==> config.mk <==
export PLATFORM = sky130hd
export DESIGN_NAME = fla_ctrl
export DESIGN_NICKNAME = d
export VERILOG_FILES = /design/src/hdl/fla_pkg.sv /design/src/hdl/fla_ctrl.sv
export SDC_FILE = /design/constraint.sdc
export NUM_CORES = 1
export LEC_CHECK = 0
export BUFFER_PORTS_ARGS = -buffer_cell sky130_fd_sc_hd__buf_2
export CAP_MARGIN = 15
export CORE_ASPECT_RATIO = 1.25
export CORE_MARGIN = 5
export CORE_UTILIZATION = 43
export DETAILED_ROUTE_END_ITERATION = 8
export PLACE_DENSITY = 0.63
export SLEW_MARGIN = 20
export SYNTH_ARGS = -nofsm -noshare
export SYNTH_HDL_FRONTEND = slang
export SYNTH_SLANG_ARGS = --single-unit
==> constraint.sdc <==
create_clock -name clk -period 2.4 [get_ports clk]
set_clock_uncertainty 0.1 [all_clocks]
set_input_delay 0.48 -clock clk [delete_from_list [all_inputs] [get_ports clk]]
set_output_delay 0.48 -clock clk [all_outputs]
set_load 0.02 [all_outputs]
==> src/hdl/fla_pkg.sv <==
// Package for the free list heap allocator: constants, codes, FSM states and
// the command/status structs between controller and datapath. No dependencies.
`default_nettype none
package fla_pkg;

    localparam int PAGE_BYTES      = 4096;
    localparam int MAX_HEAP_BYTES  = 24576;
    localparam int MIN_SPLIT_BYTES = 32;
    localparam int STORE_WORDS     = MAX_HEAP_BYTES / 8;
    localparam int IDX_W           = $clog2(STORE_WORDS);
    localparam int OFF_W           = 15;
    localparam int SZ_W            = 16;
    localparam int PAGE_SHIFT      = $clog2(PAGE_BYTES);

    localparam logic [31:0] HDR_TAG = 32'h48DA7E11;
    localparam logic [31:0] FTR_TAG = 32'hF007E2A5;

    typedef logic [OFF_W-1:0] off_t;
    typedef logic [SZ_W-1:0]  size_t;

    typedef enum logic [1:0] {
        STATUS_OK      = 2'd0,
        STATUS_INVALID = 2'd1,
        STATUS_OOM     = 2'd2
    } status_t;

    typedef enum logic {
        OP_ALLOC = 1'b0,
        OP_FREE  = 1'b1
    } op_t;

    typedef enum logic [4:0] {
        DP_NOP,
        DP_WALK_START,
        DP_WALK_RD,
        DP_WALK_SIZE,
        DP_WALK_NEXT,
        DP_UL_RN,
        DP_UL_RP,
        DP_UL_A,
        DP_UL_B,
        DP_FIT_WHOLE,
        DP_FIT_SPLIT,
        DP_SPLIT_REM,
        DP_SB_H,
        DP_SB_F,
        DP_PU_1,
        DP_PU_2,
        DP_PU_3,
        DP_GROW_FIRST,
        DP_GROW_EXT,
        DP_EPI,
        DP_FR_RH,
        DP_FR_CH,
        DP_FR_CF,
        DP_FR_CN,
        DP_FR_MERGE,
        DP_FR_SETUP
    } dp_op_t;

    typedef enum logic [4:0] {
        ST_IDLE,
        ST_DECODE,
        ST_GROW,
        ST_GROW_FIRST,
        ST_GROW_EXT,
        ST_WALK_START,
        ST_WALK_RD,
        ST_WALK_SIZE,
        ST_WALK_NEXT,
        ST_UL_RN,
        ST_UL_RP,
        ST_UL_A,
        ST_UL_B,
        ST_FIT,
        ST_SPLIT_REM,
        ST_SB_H,
        ST_SB_F,
        ST_PU_1,
        ST_PU_2,
        ST_PU_3,
        ST_EPI,
        ST_FR_RH,
        ST_FR_CH,
        ST_FR_CF,
        ST_FR_CN,
        ST_FR_MERGE,
        ST_FR_SETUP,
        ST_DONE
    } state_t;

    typedef struct packed {
        logic   load;
        dp_op_t op;
    } dp_cmd_t;

    typedef struct packed {
        logic is_free;
        logic req_zero;
        logic heap_empty;
        logic bad_ptr;
        logic grow_ok;
        logic walk_end;
        logic fits;
        logic split;
        logic hdr_ok;
        logic ftr_ok;
        logic merge_ok;
        off_t payload;
    } dp_stat_t;

endpackage
`default_nettype wire

==> src/hdl/fla_ctrl.sv <==
// Allocator controller: sequencing FSM, request handshake and the result
// register. Depends on fla_pkg.
`default_nettype none
module fla_ctrl
    import fla_pkg::*;
(
    input  wire logic     clk,
    input  wire logic     rst_n,
    input  wire logic     req_valid,
    output logic          req_ready,
    output logic          rsp_valid,
    input  wire logic     rsp_ready,
    output status_t       rsp_status,
    output off_t          rsp_payload,
    output dp_cmd_t       cmd,
    input  wire dp_stat_t stat
);

    state_t  state_reg, state_next;
    state_t  ret_reg, ret_next;
    status_t status_reg, status_next;
    logic    grow_reg, grow_next;
    logic    retry_reg, retry_next;
    logic    out_valid_reg, out_valid_next;
    status_t out_status_reg, out_status_next;
    off_t    out_pay_reg, out_pay_next;

    assign req_ready   = (state_reg == ST_IDLE);
    assign rsp_valid   = out_valid_reg;
    assign rsp_status  = out_status_reg;
    assign rsp_payload = out_pay_reg;

    always_ff @(posedge clk or negedge rst_n)
    begin
        if (!rst_n)
        begin
            state_reg      <= ST_IDLE;
            ret_reg        <= ST_DONE;
            status_reg     <= STATUS_OK;
            grow_reg       <= 1'b0;
            retry_reg      <= 1'b0;
            out_valid_reg  <= 1'b0;
            out_status_reg <= STATUS_OK;
            out_pay_reg    <= '0;
        end
        else
        begin
            state_reg      <= state_next;
            ret_reg        <= ret_next;
            status_reg     <= status_next;
            grow_reg       <= grow_next;
            retry_reg      <= retry_next;
            out_valid_reg  <= out_valid_next;
            out_status_reg <= out_status_next;
            out_pay_reg    <= out_pay_next;
        end
    end

    always_comb
    begin
        state_next      = state_reg;
        ret_next        = ret_reg;
        status_next     = status_reg;
        grow_next       = grow_reg;
        retry_next      = retry_reg;
        out_valid_next  = out_valid_reg && !rsp_ready;
        out_status_next = out_status_reg;
        out_pay_next    = out_pay_reg;
        cmd.load        = 1'b0;
        cmd.op          = DP_NOP;
        case (state_reg)
            ST_IDLE:
            begin
                if (req_valid)
                begin
                    cmd.load   = 1'b1;
                    state_next = ST_DECODE;
                end
            end
            ST_DECODE:
            begin
                status_next = STATUS_OK;
                retry_next  = 1'b0;
                grow_next   = 1'b0;
                if (stat.is_free)
                begin
                    if (stat.bad_ptr)
                    begin
                        status_next = STATUS_INVALID;
                        state_next  = ST_DONE;
                    end
                    else
                    begin
                        state_next = ST_FR_RH;
                    end
                end
                else if (stat.req_zero)
                begin
                    status_next = STATUS_INVALID;
                    state_next  = ST_DONE;
                end
                else if (stat.heap_empty)
                begin
                    state_next = ST_GROW;
                end
                else
                begin
                    state_next = ST_WALK_START;
                end
            end
            ST_GROW:
            begin
                if (!stat.grow_ok)
                begin
                    status_next = STATUS_OOM;
                    state_next  = ST_DONE;
                end
                else
                begin
                    grow_next  = 1'b1;
                    state_next = stat.heap_empty ? ST_GROW_FIRST : ST_GROW_EXT;
                end
            end
            ST_GROW_FIRST:
            begin
                cmd.op     = DP_GROW_FIRST;
                ret_next   = ST_PU_1;
                state_next = ST_SB_H;
            end
            ST_GROW_EXT:
            begin
                cmd.op     = DP_GROW_EXT;
                ret_next   = ST_PU_1;
                state_next = ST_SB_H;
            end
            ST_EPI:
            begin
                cmd.op     = DP_EPI;
                state_next = ST_WALK_START;
            end
            ST_WALK_START:
            begin
                cmd.op     = DP_WALK_START;
                state_next = ST_WALK_RD;
            end
            ST_WALK_RD:
            begin
                if (stat.walk_end)
                begin
                    if (retry_reg)
                    begin
                        status_next = STATUS_OOM;
                        state_next  = ST_DONE;
                    end
                    else
                    begin
                        retry_next = 1'b1;
                        state_next = ST_GROW;
                    end
                end
                else
                begin
                    cmd.op     = DP_WALK_RD;
                    state_next = ST_WALK_SIZE;
                end
            end
            ST_WALK_SIZE:
            begin
                cmd.op     = DP_WALK_SIZE;
                state_next = ST_WALK_NEXT;
            end
            ST_WALK_NEXT:
            begin
                if (stat.fits)
                begin
                    state_next = ST_UL_RN;
                end
                else
                begin
                    cmd.op     = DP_WALK_NEXT;
                    state_next = ST_WALK_RD;
                end
            end
            ST_UL_RN:
            begin
                cmd.op     = DP_UL_RN;
                state_next = ST_UL_RP;
            end
            ST_UL_RP:
            begin
                cmd.op     = DP_UL_RP;
                state_next = ST_UL_A;
            end
            ST_UL_A:
            begin
                cmd.op     = DP_UL_A;
                state_next = ST_UL_B;
            end
            ST_UL_B:
            begin
                cmd.op     = DP_UL_B;
                state_next = stat.is_free ? ST_FR_MERGE : ST_FIT;
            end
            ST_FIT:
            begin
                if (stat.split)
                begin
                    cmd.op   = DP_FIT_SPLIT;
                    ret_next = ST_SPLIT_REM;
                end
                else
                begin
                    cmd.op   = DP_FIT_WHOLE;
                    ret_next = ST_DONE;
                end
                state_next = ST_SB_H;
            end
            ST_SPLIT_REM:
            begin
                cmd.op     = DP_SPLIT_REM;
                ret_next   = ST_PU_1;
                state_next = ST_SB_H;
            end
            ST_SB_H:
            begin
                cmd.op     = DP_SB_H;
                state_next = ST_SB_F;
            end
            ST_SB_F:
            begin
                cmd.op     = DP_SB_F;
                state_next = ret_reg;
            end
            ST_PU_1:
            begin
                cmd.op     = DP_PU_1;
                state_next = ST_PU_2;
            end
            ST_PU_2:
            begin
                cmd.op     = DP_PU_2;
                state_next = ST_PU_3;
            end
            ST_PU_3:
            begin
                cmd.op    = DP_PU_3;
                grow_next = 1'b0;
                state_next = grow_reg ? ST_EPI : ST_DONE;
            end
            ST_FR_RH:
            begin
                cmd.op     = DP_FR_RH;
                state_next = ST_FR_CH;
            end
            ST_FR_CH:
            begin
                cmd.op = DP_FR_CH;
                if (stat.hdr_ok)
                begin
                    state_next = ST_FR_CF;
                end
                else
                begin
                    status_next = STATUS_INVALID;
                    state_next  = ST_DONE;
                end
            end
            ST_FR_CF:
            begin
                if (stat.ftr_ok)
                begin
                    cmd.op     = DP_FR_CF;
                    state_next = ST_FR_CN;
                end
                else
                begin
                    status_next = STATUS_INVALID;
                    state_next  = ST_DONE;
                end
            end
            ST_FR_CN:
            begin
                cmd.op     = DP_FR_CN;
                state_next = stat.merge_ok ? ST_UL_RN : ST_FR_SETUP;
            end
            ST_FR_MERGE:
            begin
                cmd.op     = DP_FR_MERGE;
                state_next = ST_FR_SETUP;
            end
            ST_FR_SETUP:
            begin
                cmd.op     = DP_FR_SETUP;
                ret_next   = ST_PU_1;
                state_next = ST_SB_H;
            end
            ST_DONE:
            begin
                if (!out_valid_reg || rsp_ready)
                begin
                    out_valid_next  = 1'b1;
                    out_status_next = status_reg;
                    out_pay_next    = (status_reg == STATUS_OK && !stat.is_free)
                                      ? stat.payload : '0;
                    state_next      = ST_IDLE;
                end
            end
            default:
            begin
                state_next = ST_IDLE;
            end
        endcase
    end

endmodule
`default_nettype wire

==> qor.txt, run 1 <==
crit-path leading delay family: simple AND/OR/NAND/NOR gates
most common cell after layout, fill and taps aside: nand2_1
worst-skew pair later-pin latency: 0.29 ns
commonest non-fill, non-tap cells in the layout: nand2_1, buf_2, buf_4
final hold vios: 0
dominant synthesized flop cell: dfrtp_1
register area share after synthesis: 0.336
Critical Path Sink Type: primary output
initial antenna violation count: 0
maximum number of pins on one net before global-route repair: 34
Setup TNS: -0.0309 ns
DP Wirelength: 5530 um
# IOs: 55
status: finished, violations left
maximum vdd ir drop: 837 uV
CTS Hold Bufs: 0
synth-to-layout area growth: 38.4%
critical-path cell list: buf_4 -> buf_4 -> nor2b_4 -> o21ai_2 -> or3b_4 -> buf_4
FF-to-FF Start: state_reg[4]
max reg flops: 15
IO Port Bufs: 54
Fill cells: 448
DR DRC count: 0
grt total ovfl: 0
Starting Density: 0.441
P_leak: 1.42 nW
Unique masters post-synth: 60
final number of setup-violating endpoints: 3
nets@finish: 400
number of stages on the worst setup path: 6
gate count after technology mapping: 281
EDFF count, synth: 0
GR Util All Layers: 0.228
highest metal used: met4
crit path max-delay cell type: dfrtp_2
Avg Cell Area, Syn: 7.97 um^2
die height: 90.7 um
final worst setup slack: -0.0205 ns
Synth warnings: 0
TritonCTS clock tree: built
fmax: 413 MHz
clk buf depth: 2
crit path buf inv count: 3
fin crit period: 2.42 ns
RePlAce Congestion: 0.944
Mapped Nets: 311
wirelength, routed: 8050 um
routed vias/inst: 6.03
total design power: 0.00437 W
critical path peak fanout: 8
Hold Crit Class: in2async
global-route wire length before repair: 12000 um
Std-Cell Core Area: 5080 um^2
Detailed Routing Iterations Pass 1: 5
WL met1: 2970 um
CP required: 1.82 ns
share of cells above drive strength 1: 0.391
vias: 2609
Power Density: 1410 nW/um^2
CTS H-tree lvls: 2
Final period util: 1.01
Post-DRT Antenna Nets: 0
vias in the first global route: 2450
DR iter-0 viols: 165
Die W: 74.6 um
failing checks: negative setup slack
WP data arrival: 1.84 ns
largest stage delay on the critical path: 0.47 ns
FF+latch count, synth: 30
max_cap viols: 0
Cell Area, Synth: 2240 um^2
DIE AREA: 6760 um^2
FF-to-FF path depth: 7
Place WS: 0.146 ns
CTS Buf Count: 5
Final Max Slew Viols: 0
# clock sinks: 30
metal3 WL: 881 um
post-synthesis async set-or-reset flop share: 1.00
CP startpoint kind: register
FF-to-FF setup slack: 0.10 ns
root buffer cell: clkbuf_8
FF-to-FF End: status_reg[0]
crit-path most repeated cell: buf_4
num rows: 29
Ant. Diodes: 0
Slew HR: 0.531
post-DR wirelength/cell: 18.6 um
unrepaired setup endpoints after global routing: true
Slew @ Worst Pin: 0.703 ns
routed wl met2: 3770 um
Reg clk slew, reported paths: 0.07 ns
Setup Crit Path Kind: reg2out
final core occ: 0.610
final cells by class:
| class | count | area, um^2 | share of cell area |
|---|---|---|---|
| clock inverter | 1 | 5.00 | 0.00161 |
| inverter | 7 | 26.3 | 0.00848 |
| tap | 62 | 77.6 | 0.0250 |
| sequential | 30 | 759 | 0.245 |
| multi-input combinational | 222 | 1390 | 0.450 |
| clock buffer | 7 | 86.3 | 0.0279 |
| timing repair buffer | 104 | 751 | 0.242 |
synthesized netlist by cell type (5+ instances only):
library cell	instances	area share
a21oi_1	15	0.034
a31oi_1	5	0.014
buf_2	7	0.016
clkbuf_1	8	0.013
dfrtp_1	28	0.31
inv_1	6	0.010
nand2_1	51	0.085
nand2b_1	6	0.017
nand3_1	8	0.018
nor2_1	15	0.025
nor2b_1	10	0.028
o211ai_1	7	0.023
o21ai_0	35	0.078
where the power goes:
| group | internal (W) | switching (W) | total [W] |
|---|---|---|---|
| registers | 0.000659 | 0.000177 | 0.000836 |
| clock network | 0.000231 | 0.000201 | 0.000433 |
| logic | 0.00146 | 0.00165 | 0.00310 |
| total | 0.00235 | 0.00202 | 0.00437 |
cells by family (layout without fill, tap and decap cells):
logic type      Yosys count  in the layout  share of synthesized area
mux                       4              4                     0.0246
buf+inv                  29            119                     0.0676
simple gates            121            121                      0.278
compound gates           97             97                      0.294
flops                    30             30                      0.336
per-layer routing:
metal	track usage	vias to the layer above
li1	-	1203
met1	0.287	1187
met2	0.359	180
met3	0.0412	39
met4	0.126	0
met5	0	-
metrics by stage:
stage / std cells / area, um^2 / hold WS (ns)
2_1_floorplan: 281 / 2240 / 0.0844
3_3_place_gp: 408 / 2720 / 0.359
3_5_place_dp: 408 / 2720 / 0.363
4_1_cts: 423 / 2930 / 0.160
5_1_grt: 433 / 3100 / 0.205
6_report: 433 / 3100 / 0.139
worst max-delay path by stage:
stage	startpoint	slack (ns)	end
floorplan	state_reg[1]	0.19	cmd[0]
global placement	state_reg[3]	0.09	cmd[0]
detailed placement	state_reg[3]	0.15	cmd[0]
CTS	state_reg[2]	-0.01	cmd[0]
global route	state_reg[4]	-0.07	cmd[1]
finish	state_reg[4]	-0.02	cmd[2]
repair_timing:
action / CTS / global route
buffers inserted: 6 / 9
pin swaps: 0 / 5
resized for setup: 18 / 24
gates cloned: 1 / 1
setup endpoints to repair: 5 / 5
Note: power is estimated with default switching activity, not from simulation.
==> run 2: changes to the inputs <==
--- a/config.mk
+++ b/config.mk
@@ -7,11 +7,14 @@
 export LEC_CHECK = 0
 export BUFFER_PORTS_ARGS = -buffer_cell sky130_fd_sc_hd__buf_2
 export CAP_MARGIN = 15
+export CELL_PAD_IN_SITES_DETAIL_PLACEMENT = 0
+export CELL_PAD_IN_SITES_GLOBAL_PLACEMENT = 1
 export CORE_ASPECT_RATIO = 1.25
 export CORE_MARGIN = 5
-export CORE_UTILIZATION = 43
+export CORE_UTILIZATION = 39
 export DETAILED_ROUTE_END_ITERATION = 8
-export PLACE_DENSITY = 0.63
+export PLACE_DENSITY = 0.76
+export RECOVER_POWER = 50
 export SLEW_MARGIN = 20
 export SYNTH_ARGS = -nofsm -noshare
 export SYNTH_HDL_FRONTEND = slang
==> qor.txt, run 2 (same netlist as run 1, synthesis figures left out) <==
routed wl met2: 3710 um
num rows: 30
maximum number of pins on one net before global-route repair: 34
wirelength, routed: 7930 um
Std-Cell Core Area: 5520 um^2
Power Density: 1400 nW/um^2
# clock sinks: 30
hold wc startpoint: stat[10]
die height: 94.7 um
DIE AREA: 7370 um^2
Sequential Power Share: 0.189
CP required: 1.82 ns
vias: 2510
maximum vdd ir drop: 628 uV
Hold Crit Class: in2reg
grt total ovfl: 0
final number of setup-violating endpoints: 1
post-DR wirelength/cell: 18.4 um
P_leak: 1.34 nW
Final period util: 1.00
GR Util All Layers: 0.214
final hold vios: 0
share of cells above drive strength 1: 0.347
initial antenna violation count: 0
IO Port Bufs: 54
# IOs: 55
Fill cells: 551
Post-DRT Antenna Nets: 0
DP Wirelength: 5720 um
max reg flops: 15
Ant. Diodes: 0
Slew HR: -0.134
metal3 WL: 713 um
nets@finish: 395
net switching power: 0.00197 W
origin of the worst setup path: state_reg[1]
commonest non-fill, non-tap cells in the layout: nand2_1, buf_2, buf_4
CTS H-tree lvls: 2
vias in the first global route: 2499
clk buf depth: 2
CTS Buf Count: 5
synth-to-layout area growth: 33.4%
DR iter-0 viols: 199
DR DRC count: 0
FF-to-FF setup slack: 0.14 ns
Final Max Slew Viols: 31
fmax: 416 MHz
WP data arrival: 1.82 ns
TritonCTS clock tree: built
WL met1: 3190 um
Place WS: 0.168 ns
Comb power frac: 0.686
routed vias/inst: 5.84
root buffer cell: clkbuf_8
highest metal used: met4
max_cap viols: 1
FF-to-FF Start: state_reg[0]
worst-skew pair later-pin latency: 0.29 ns
switching share of power: 0.471
CP startpoint kind: register
critical path peak fanout: 8
Setup Crit Path Kind: reg2out
Setup TNS: -0.00420 ns
final worst setup slack: -0.00420 ns
failing checks: max-capacitance violations, max-slew violations, negative setup slack
Reg clk slew, reported paths: 0.07 ns
Detailed Routing Iterations Pass 1: 4
global-route wire length before repair: 12600 um
clock share of power: 0.125
Cell Int Power: 0.00222 W
status: finished, violations left
RePlAce Congestion: 0.911
Critical Path Sink Type: primary output
fin crit period: 2.40 ns
Starting Density: 0.406
most common cell after layout, fill and taps aside: nand2_1
Die W: 77.8 um
unrepaired setup endpoints after global routing: true
Slew @ Worst Pin: 1.70 ns
run 2: changes by cell type in the layout (fill, tap and decap cells not counted), moves of 2 or more:
cell / delta
nor2b_1: -2
buf_4: -5
buf_12: -2
buf_2: -8
clkbuf_1: +9
nor2_2: -3
o22ai_1: +2
nor2b_2: +2
o21ai_2: -2
nor2_1: +2
run 2: path summary, 6_finish.rpt:
check,endpoint,depth (start not counted)
worst max-delay path,cmd[1],5
worst min-delay path,rsp_payload[10],3
worst max register to register,status_reg[0],7
worst min register to register,rsp_payload[4],2
max in group asynchronous,state_reg[4],1
min in group asynchronous,state_reg[3],1
run 2: metal layers:
layer,GRT usage,vias to the layer above
met5,0,-
met4,0.116,0
met3,0.0410,35
met2,0.345,146
met1,0.268,1138
li1,-,1191
run 2: final cells by class:
class                           instances  area (um^2)  area share
Multi-Input combinational cell        222         1380       0.460
Tap cell                               64         80.1      0.0268
Sequential cell                        30          758       0.254
Clock buffer                            5         68.8      0.0230
Inverter                                7         26.3     0.00879
Clock inverter                          3         40.0      0.0134
Timing Repair Buffer                   99          639       0.214
run 2: per-stage QoR:
step           cell area (um^2)  instances  power (W)  hold slack (ns)   util
6_report                   2990        430    0.00419            0.332  0.541
4_1_cts                    2910        425    0.00394            0.162  0.527
5_1_grt                    2990        430    0.00446            0.336  0.541
3_5_place_dp               2710        410    0.00326            0.366  0.492
2_1_floorplan              2240        281    0.00240           0.0844      -
3_3_place_gp               2710        410    0.00327            0.357  0.492
run 2: worst max-delay path, stage by stage, from the launching register on:
cell and delay [ns]:
dfrtp_2 0.47, and2_4 0.18, mux4_2 0.46, a22oi_2 0.14, o211ai_1 0.12, buf_4 0.17
run 2: power groups by stage:
| stage | clock, W | sequential, W | combinational (W) |
|---|---|---|---|
| after floorplan | 0 | 0.000813 | 0.00159 |
| after global placement | 0 | 0.000830 | 0.00244 |
| after detailed placement | 0 | 0.000834 | 0.00242 |
| after CTS | 0.000531 | 0.000795 | 0.00262 |
| after global routing | 0.000558 | 0.000812 | 0.00309 |
| final | 0.000522 | 0.000792 | 0.00288 |
run 2: what timing repair did:
action / 4_1_cts / 5_1_grt
pin swaps: 1 / 7
setup endpoints to repair: 6 / 5
resized for setup: 17 / 16
buffers inserted: 7 / 5
hold buffers: 0 / 0
==> run 3: changes to the inputs <==
==> constraint.sdc (replaced) <==
create_clock -name clk -period 2.7 [get_ports clk]
set_clock_uncertainty 0.1 [all_clocks]
set_input_delay 0.54 -clock clk [delete_from_list [all_inputs] [get_ports clk]]
set_output_delay 0.54 -clock clk [all_outputs]
set_load 0.02 [all_outputs]
==> qor.txt, run 3 (same netlist as run 1, synthesis figures left out) <==
Slew @ Worst Pin: 1.71 ns
final number of setup-violating endpoints: 0
global-route wire length before repair: 11400 um
Reg clk slew, reported paths: 0.07 ns
root buffer cell: clkbuf_8
initial antenna violation count: 0
WP data arrival: 1.94 ns
maximum vdd ir drop: 591 uV
critical path peak fanout: 11
Ant. Diodes: 0
share of cells above drive strength 1: 0.255
Die W: 77.8 um
net switching power: 0.00161 W
grt total ovfl: 0
CTS Hold Bufs: 0
status: finished, violations left
Setup Crit Path Kind: reg2out
Detailed Routing Iterations Pass 1: 4
Cell Int Power: 0.00163 W
IO Port Bufs: 54
Slew HR: -0.141
Post-DRT Antenna Nets: 0
TritonCTS clock tree: built
vias: 2362
CTS resizes: 0
max reg flops: 15
DIE AREA: 7370 um^2
Std-Cell Core Area: 5520 um^2
clock share of power: 0.120
Hold Crit Class: reg2reg
# clock sinks: 30
P_leak: 1.19 nW
synth-to-layout area growth: 21.7%
DP Wirelength: 5480 um
Power Density: 1190 nW/um^2
DR DRC count: 0
vias in the first global route: 2213
die height: 94.7 um
Comb power frac: 0.664
CTS Buf Count: 5
CTS H-tree lvls: 2
Sequential Power Share: 0.216
CP required: 2.06 ns
switching share of power: 0.498
Starting Density: 0.406
DR iter-0 viols: 124
final hold vios: 0
Critical Path Sink Type: primary output
Setup Buffers After CTS: 0
fin crit period: 2.58 ns
unrepaired setup endpoints after global routing: false
Final period util: 0.954
most common cell after layout, fill and taps aside: nand2_1
max_cap viols: 1
RePlAce Congestion: 0.944
CP startpoint kind: register
GR Util All Layers: 0.197
wirelength, routed: 7370 um
post-DR wirelength/cell: 18.2 um
Setup TNS: 0 ns
clk buf depth: 2
failing checks: max-capacitance violations, max-slew violations
fin cells: 405
fmax: 388 MHz
worst hold margin: 0.377 ns
commonest non-fill, non-tap cells in the layout: nand2_1, buf_2, o21ai_0
maximum number of pins on one net before global-route repair: 35
dpl cells: 397
num rows: 30
# IOs: 55
nets@finish: 370
Final Max Slew Viols: 31
worst-skew pair later-pin latency: 0.29 ns
routed vias/inst: 5.83
[run 3: changes by cell type in the layout (fill, tap and decap cells not counted), moves of 3 or more]
cell / before / now
buf_4: 40 / 17
clkbuf_1: 10 / 13
o21ai_1: 4 / 1
o21ai_0: 31 / 34
buf_6: 5 / 1
[run 3: layer usage]
layer / wire, um / share of wire / vias up / track usage
met5: 0 / 0 / - / 0
met4: 297 / 0.040 / 0 / 0.107
met3: 597 / 0.081 / 28 / 0.0382
met2: 3490 / 0.47 / 107 / 0.327
met1: 2980 / 0.40 / 1088 / 0.238
li1: - / - / 1139 / -
[run 3: worst paths after layout]
path / start / endpoint / slack (ns) / cells past startpoint
max in group asynchronous: rst_n / state_reg[1] / 0.79 / 1
worst min register to register: rsp_status[1] / rsp_status[1] / 0.38 / 2
worst min-delay path: rsp_status[1] / rsp_status[1] / 0.38 / 2
worst max-delay path: state_reg[1] / cmd[1] / 0.12 / 5
min in group asynchronous: rst_n / rsp_status[1] / 0.60 / 1
worst max register to register: state_reg[4] / status_reg[0] / 0.46 / 6
[run 3: layout make-up]
cell class | count | area (um^2)
clock inverter | 1 | 5.00
sequential | 30 | 756
inverter | 7 | 26.3
multi-input combinational | 222 | 1340
timing repair buffer | 74 | 434
tap | 64 | 80.1
fill | 575 | 2790
clock buffer | 7 | 86.3
[run 3: critical path, cell delays in order, from the launching register on]
cell      delay [ns]
dfrtp_2         0.47
and2_1          0.22
mux4_2          0.48
a22oi_1         0.17
o211ai_1        0.13
buf_2           0.18
[run 3: per-stage QoR]
stage               power, W  area, um^2  utilization  setup slack [ns]
floorplan            0.00214        2240            -             0.434
global placement     0.00285        2640        0.478             0.416
detailed placement   0.00282        2640        0.478             0.408
CTS                  0.00323        2730        0.495            0.0909
global route         0.00347        2730        0.494          0.000272
finish               0.00324        2730        0.494             0.124
[run 3: power by group through the flow]
stage          clock, W  sequential [W]  combinational [W]
6_report       0.000389        0.000700            0.00215
4_1_cts        0.000405        0.000696            0.00213
2_1_floorplan         0        0.000723            0.00141
3_3_place_gp          0        0.000702            0.00215
5_1_grt        0.000420        0.000719            0.00233
3_5_place_dp          0        0.000704            0.00212
